### src/sv/iwc_pkg.sv
// Package for the IP ingress writable classifier.
// Holds the per-packet state type, the reason codes, protocol numbers and the
// IPv6 next-header judgment. No dependencies.
`timescale 1ns / 1ps
`default_nettype none

package iwc_pkg;

	localparam logic [15:0] MAX_PACKET_BYTES = 16'd65535;
	localparam logic [3:0]  MAX_EXT_DEPTH    = 4'd8;
	localparam logic [15:0] IPV4_MIN_LEN     = 16'd20;
	localparam logic [15:0] IPV6_FIXED_LEN   = 16'd40;

	localparam logic [3:0] VER_IPV4 = 4'd4;
	localparam logic [3:0] VER_IPV6 = 4'd6;

	localparam logic [7:0] PROTO_HOPOPTS  = 8'd0;
	localparam logic [7:0] PROTO_ICMP     = 8'd1;
	localparam logic [7:0] PROTO_ROUTING  = 8'd43;
	localparam logic [7:0] PROTO_FRAGMENT = 8'd44;
	localparam logic [7:0] PROTO_ICMPV6   = 8'd58;
	localparam logic [7:0] PROTO_DESTOPTS = 8'd60;

	// Byte offsets inside the fixed headers.
	localparam logic [15:0] OFS_FLAGS_HI = 16'd6;
	localparam logic [15:0] OFS_FLAGS_LO = 16'd7;
	localparam logic [15:0] OFS_V4_PROTO = 16'd9;
	localparam logic [15:0] OFS_V6_NH    = 16'd6;

	typedef enum logic [2:0] {
		RSN_READONLY = 3'd0,
		RSN_SHORT    = 3'd1,
		RSN_VERSION  = 3'd2,
		RSN_ICMP     = 3'd3,
		RSN_FRAG     = 3'd4,
		RSN_TRUNC    = 3'd5,
		RSN_DEEP     = 3'd6
	} reason_t;

	typedef struct packed {
		logic    known;
		logic    value;
		reason_t reason;
	} verdict_t;

	typedef struct packed {
		logic [15:0] pos;      // bytes seen, saturating
		logic [3:0]  ver;
		logic [7:0]  flags_hi;
		logic [7:0]  nh;
		logic [15:0] ext_off;  // offset of the pending extension header
		logic [3:0]  depth;
		verdict_t    verdict;
	} pkt_state_t;

	localparam pkt_state_t STATE_CLEAR = '{
		pos:      16'd0,
		ver:      4'd0,
		flags_hi: 8'd0,
		nh:       8'd0,
		ext_off:  IPV6_FIXED_LEN,
		depth:    4'd0,
		verdict:  '{known: 1'b0, value: 1'b0, reason: RSN_READONLY}
	};

	// Judge an IPv6 next-header value at a given chain depth. The known bit
	// stays low for the walkable extension headers below the depth limit.
	function automatic verdict_t judge_v6(input logic [3:0] depth, input logic [7:0] nh);
		verdict_t v;
		v = '{known: 1'b1, value: 1'b0, reason: RSN_READONLY};
		if (depth >= MAX_EXT_DEPTH) begin
			v.value  = 1'b1;
			v.reason = RSN_DEEP;
		end else if (nh == PROTO_ICMPV6) begin
			v.value  = 1'b1;
			v.reason = RSN_ICMP;
		end else if (nh == PROTO_FRAGMENT) begin
			v.value  = 1'b1;
			v.reason = RSN_FRAG;
		end else if (nh == PROTO_HOPOPTS || nh == PROTO_ROUTING || nh == PROTO_DESTOPTS) begin
			v.known = 1'b0;
		end
		return v;
	endfunction

endpackage

`default_nettype wire

### src/sv/ip_ingress_writable_classifier_top.sv
// Top level of the IP ingress writable classifier.
// Depends on iwc_pkg and iwc_byte_step.
`timescale 1ns / 1ps
`default_nettype none

// The block takes an IP packet one byte per request on the slave stream, with
// tlast on the final byte, and returns one verdict request on the master
// stream for each packet: whether the packet must take the writable copy path,
// and why. IPv4 ICMP and IPv4 fragments, IPv6 ICMPv6, fragment headers,
// truncated or overly deep extension chains, short packets and unknown
// versions all need writable storage; any other packet is read-only. Each
// byte goes through an input register, then combinational header parsing
// against the per-packet state, and the verdict lands in an output register.
// The block takes one byte every cycle unless a final byte waits in the input
// register; a byte is parsed in the cycle after the edge that accepts it, and
// the verdict of a final byte goes into the output register once that is free.
// Only a final byte waits on a full output register; other bytes pass even
// while a verdict is stalled. Bytes at position 65535 and beyond in a packet
// are ignored. Per-packet state clears after every final byte and at reset.
module ip_ingress_writable_classifier_top (
	input  wire logic       clk,
	input  wire logic       arst_n,
	input  wire logic       s_axis_tvalid,
	output logic            s_axis_tready,
	input  wire logic [7:0] s_axis_tdata,   // [7:0] pkt_byte
	input  wire logic       s_axis_tlast,   // last_byte
	output logic            m_axis_tvalid,
	input  wire logic       m_axis_tready,
	output logic [7:0]      m_axis_tdata    // [0] needs_writable, [3:1] reason, [7:4] zero
);

	// Input register stage.
	logic       valid_s1;
	logic [7:0] byte_s1;
	logic       last_s1;

	// Per-packet parse state.
	iwc_pkg::pkt_state_t state_q;
	iwc_pkg::pkt_state_t state_nxt;

	// Result register.
	logic             out_valid_q;
	logic             need_q;
	iwc_pkg::reason_t reason_q;

	logic             need_c;
	iwc_pkg::reason_t reason_c;
	logic             out_free;
	logic             proc;

	iwc_byte_step u_step (
		.cur            (state_q),
		.pkt_byte       (byte_s1),
		.nxt            (state_nxt),
		.needs_writable (need_c),
		.reason         (reason_c)
	);

	// A byte in the input stage is parsed unless it ends a packet and the
	// previous verdict has not been taken yet.
	assign out_free      = !out_valid_q || m_axis_tready;
	assign proc          = valid_s1 && (!last_s1 || out_free);
	assign s_axis_tready = !valid_s1 || proc;

	always_ff @(posedge clk or negedge arst_n) begin
		if (!arst_n) begin
			valid_s1 <= 1'b0;
		end else if (s_axis_tready) begin
			valid_s1 <= s_axis_tvalid;
		end
	end

	always_ff @(posedge clk) begin
		if (s_axis_tready && s_axis_tvalid) begin
			byte_s1 <= s_axis_tdata;
			last_s1 <= s_axis_tlast;
		end
	end

	always_ff @(posedge clk or negedge arst_n) begin
		if (!arst_n) begin
			state_q <= iwc_pkg::STATE_CLEAR;
		end else if (proc) begin
			state_q <= last_s1 ? iwc_pkg::STATE_CLEAR : state_nxt;
		end
	end

	always_ff @(posedge clk or negedge arst_n) begin
		if (!arst_n) begin
			out_valid_q <= 1'b0;
		end else if (proc && last_s1) begin
			out_valid_q <= 1'b1;
		end else if (m_axis_tready) begin
			out_valid_q <= 1'b0;
		end
	end

	always_ff @(posedge clk) begin
		if (proc && last_s1) begin
			need_q   <= need_c;
			reason_q <= reason_c;
		end
	end

	assign m_axis_tvalid = out_valid_q;
	assign m_axis_tdata  = {4'd0, reason_q, need_q};

endmodule

`default_nettype wire

### src/sv/iwc_byte_step.sv
// Per-byte header parser of the IP ingress writable classifier.
// Combinational: takes the packet state and one byte, gives the next state
// and the verdict that applies if this byte ends the packet. Uses iwc_pkg.
`timescale 1ns / 1ps
`default_nettype none

module iwc_byte_step (
	input  wire iwc_pkg::pkt_state_t cur,
	input  wire logic [7:0]          pkt_byte,
	output iwc_pkg::pkt_state_t      nxt,
	output logic                     needs_writable,
	output iwc_pkg::reason_t         reason
);

	iwc_pkg::verdict_t jv;
	logic              frag;
	logic [16:0]       off_plus1;
	logic [8:0]        len_units;
	logic [3:0]        depth_inc;
	logic              in_ext;

	assign off_plus1 = {1'b0, cur.ext_off} + 17'd1;
	assign len_units = {1'b0, pkt_byte} + 9'd1;
	assign depth_inc = cur.depth + 4'd1;
	assign frag      = cur.flags_hi[5] | (cur.flags_hi[4:0] != 5'd0) | (pkt_byte != 8'd0);
	assign in_ext    = (cur.pos >= iwc_pkg::IPV6_FIXED_LEN);

	always_comb begin
		nxt = cur;
		jv  = '{known: 1'b0, value: 1'b0, reason: iwc_pkg::RSN_READONLY};
		if (cur.pos < iwc_pkg::MAX_PACKET_BYTES) begin
			nxt.pos = cur.pos + 16'd1;
			if (cur.pos == 16'd0) begin
				nxt.ver = pkt_byte[7:4];
			end else if (cur.ver == iwc_pkg::VER_IPV4) begin
				if (cur.pos == iwc_pkg::OFS_FLAGS_HI) begin
					nxt.flags_hi = pkt_byte;
				end else if (cur.pos == iwc_pkg::OFS_FLAGS_LO) begin
					nxt.verdict = '{known: 1'b1, value: frag,
						reason: frag ? iwc_pkg::RSN_FRAG : iwc_pkg::RSN_READONLY};
				end else if (cur.pos == iwc_pkg::OFS_V4_PROTO
						&& pkt_byte == iwc_pkg::PROTO_ICMP) begin
					nxt.verdict = '{known: 1'b1, value: 1'b1, reason: iwc_pkg::RSN_ICMP};
				end
			end else if (cur.ver == iwc_pkg::VER_IPV6 && !cur.verdict.known) begin
				if (cur.pos == iwc_pkg::OFS_V6_NH) begin
					nxt.nh = pkt_byte;
					jv     = iwc_pkg::judge_v6(cur.depth, pkt_byte);
					if (jv.known) begin
						nxt.verdict = jv;
					end
				end else if (in_ext && cur.pos == cur.ext_off) begin
					nxt.nh = pkt_byte;
				end else if (in_ext && {1'b0, cur.pos} == off_plus1) begin
					// Header length is in 8-byte units, not counting the first.
					nxt.ext_off = cur.ext_off + {4'd0, len_units, 3'd0};
					nxt.depth   = depth_inc;
					jv          = iwc_pkg::judge_v6(depth_inc, cur.nh);
					if (jv.known) begin
						nxt.verdict = jv;
					end
				end
			end
		end
	end

	always_comb begin
		if (nxt.pos < iwc_pkg::IPV4_MIN_LEN) begin
			needs_writable = 1'b1;
			reason         = iwc_pkg::RSN_SHORT;
		end else if (nxt.ver == iwc_pkg::VER_IPV4) begin
			needs_writable = nxt.verdict.value;
			reason         = nxt.verdict.reason;
		end else if (nxt.ver == iwc_pkg::VER_IPV6) begin
			if (nxt.pos < iwc_pkg::IPV6_FIXED_LEN) begin
				needs_writable = 1'b1;
				reason         = iwc_pkg::RSN_SHORT;
			end else if (nxt.verdict.known) begin
				needs_writable = nxt.verdict.value;
				reason         = nxt.verdict.reason;
			end else begin
				needs_writable = 1'b1;
				reason         = iwc_pkg::RSN_TRUNC;
			end
		end else begin
			needs_writable = 1'b1;
			reason         = iwc_pkg::RSN_VERSION;
		end
	end

endmodule

`default_nettype wire
### config.mk
export PLATFORM = sky130hd
export DESIGN_NAME = ip_ingress_writable_classifier_top
export DESIGN_NICKNAME = d
export VERILOG_FILES = /design/src/sv/iwc_pkg.sv /design/src/sv/ip_ingress_writable_classifier_top.sv /design/src/sv/iwc_byte_step.sv
export SDC_FILE = /design/constraint.sdc
export NUM_CORES = 1
export LEC_CHECK = 0
export BUFFER_PORTS_ARGS = -buffer_cell sky130_fd_sc_hd__buf_2
export CAP_MARGIN = 20
export CORE_UTILIZATION = 50
export CTS_CLUSTER_SIZE = 25
export DETAILED_ROUTE_END_ITERATION = 8
export PLACE_DENSITY = 0.68
export SYNTH_ARGS = -nofsm -noshare
export SYNTH_HDL_FRONTEND = slang
export SYNTH_HIERARCHICAL = 1
export SYNTH_SLANG_ARGS = --single-unit
### constraint.sdc
create_clock -name clk -period 3.87 [get_ports clk]
set_input_delay 0.5805 -clock clk [delete_from_list [all_inputs] [get_ports clk]]
set_output_delay 0.5805 -clock clk [all_outputs]
set_load 0.05 [all_outputs]
==> reports/results.ini <==
[placement]
hpwl_mm = 12.4
post-place-ws_ns = 0.483
io_buffer_count = 18
place_congestion = 0.968

[power]
switching_share_pct = 31.7
clockPowerShare_pct = 40.2
power.density_nw_per_um2 = 316
ir_drop_uv = 240
cellLeakagePower_nw = 2.99
p_seq_share_pct = 38.5
switchingPower_uw = 737
p_int_mw = 1.59
combPwrFrac_pct = 21.3

[grt]
antenna_found_initial = 0
gr-total-overflow = 0
grt_max_degree = 108
grt_pass1_vias = 5914
track_usage_pct = 26.5
grt_pass1_wl_mm = 30.4

[critical_path]
crit_path_end_kind = flip-flop
cp_data_required_time_ns = 4.15
critPathArrivalTime_ns = 3.75
critPathLaunchType = flip-flop
path_class = flip-flop to flip-flop
crit_fanout = 19

[clock_network]
cts_num_sinks = 74
cts_root_buffer = clkbuf_16
clockBufferDepth = 2
cts_tree = built
hold_buffers = 0
cts_setup_buffers = 0
numCtsBuffers = 9
insertion_delay_ns = 0.35
cts_resized = 0
cts.clk_slew.worst_paths_ns = 0.06
h-tree-depth = 3

[logic_synthesis]
yosys_warnings = 6
syn_area_per_cell_sq_um = 8.54
synthesis.area_sq_um = 7040
netlist_instances = 825

[timing]
fmax_ghz = 0.288
tns_ns = 0
hold_viol = 0
rsz0062_at_grt = false
slew_headroom_pct = 37.7
period_needed_ns = 3.47
finalCritPeriodShare_pct = 89.7
finClkSkew_ns = 0.00632
tightest_slew_ns = 0.934
finalSetupViolCount = 0
maxSlewViolCount = 0
setup_ws_ns = 0.399

[layout]
regArea_sq_um = 1920
drive_gt1_share_pct = 12.8
nets = 833
multi_input_area_sq_um = 4590
fillers = 1260
diodes = 0
area.growth.synth_to_final_pct = 4.42

[job]
maxCapViolCount = 0

[floorplanning]
initial_core_util_pct = 50.9
ios = 23
rows = 43
die_y_microns = 121
design.core.area_sq_um = 13800
die_x_microns = 121
die_area_sq_um = 14600

[detailed_routing]
vias = 6307
drc = 0
drt_wl_total_mm = 18.5
vias_per_cell = 6.41
antenna_left = 0
first_iter_violations = 656
wl_per_cell_microns = 18.8
first_pass_iters = 5

[status]
run_status = finished clean

[min_path]
hold_path_class = input port to async pin

==> routing by layer <==
| layer | GRT usage (%) | routed length [microns] |
|---|---|---|
| met5 | 0 | 0 |
| met4 | 12.2 | 504 |
| met3 | 3.96 | 1020 |
| met2 | 42.4 | 8700 |
| met1 | 35.3 | 8290 |
==> per-stage QoR <==
stage	utilization (%)	instance area, sq um	hold WS, ns	std cells	total power, mW
finish	53.2	7360	0.0947	984	2.32
global route	53.2	7360	0.113	984	2.42
CTS	53.2	7360	0.0999	984	2.33
detailed placement	50.9	7040	0.475	968	1.40
global placement	50.9	7040	0.476	968	1.38
floorplan	-	7060	0.285	828	1.27
==> cells in the final DEF, fill, tap and decap left out, types with 9 or more instances in the layout <==
cell type	instances
xor2_1	15
edfxtp_1	13
nand2_1	56
nor3_1	13
clkbuf_16	9
buf_4	14
nand2b_1	64
nor2_1	33
dfrtp_1	57
nand4_1	17
a21oi_1	16
nand3_1	85
o21ai_0	28
nand4b_1	59
inv_1	27
mux2_2	22
xnor2_1	39
nor4_1	15
ha_1	20
nand3b_1	59
buf_2	18
==> path summary, 6_finish.rpt <==
path	start	endpoint	slack, ns	depth (start not counted)
min	arst_n	state_q[13]	0.09	1
min in group clk	s_axis_tdata[6]	byte_s1[6]	0.40	1
max in group asynchronous	arst_n	valid_s1	3.08	2
max reg2reg	state_q[9]	state_q[14]	0.40	11
min reg2reg	state_q[36]	state_q[36]	0.54	2
max	state_q[9]	state_q[14]	0.40	11
==> critical path: stages, from the launching register on <==
cell and delay [ns]:
dfrtp_1 0.49, ha_1 0.46, inv_1 0.19, nor4_1 0.38
o311ai_0 0.23, o311ai_2 0.20, nand4_4 0.24, nor3b_2 0.21
buf_4 0.27, mux2_2 0.37, nor3b_1 0.28, nor3_2 0.06
==> layout make-up <==
type | instances | area share (%)
clock buffers | 10 | 3.11
clock inverters | 6 | 1.21
repair buffers | 32 | 2.65
multi-input cells | 655 | 62.5
inverters | 27 | 1.38
well taps | 180 | 3.06
flip-flops and latches | 74 | 26.1
==> power groups by stage <==
| stage | registers, mW | clock network [mW] | logic (mW) |
|---|---|---|---|
| after floorplan | 0.892 | 0 | 0.377 |
| after global placement | 0.906 | 0 | 0.476 |
| after detailed placement | 0.909 | 0 | 0.487 |
| after CTS | 0.894 | 0.946 | 0.490 |
| after global routing | 0.903 | 0.975 | 0.542 |
| final | 0.896 | 0.934 | 0.495 |
==> flip-flops by register name (all words and copies together), names as in the netlist <==
name           flops
byte_s1            8
last_s1            1
m_axis_tvalid      1
need_q             1
reason_q           3
state_q           59
valid_s1           1
(Power assumes the default switching activity.)
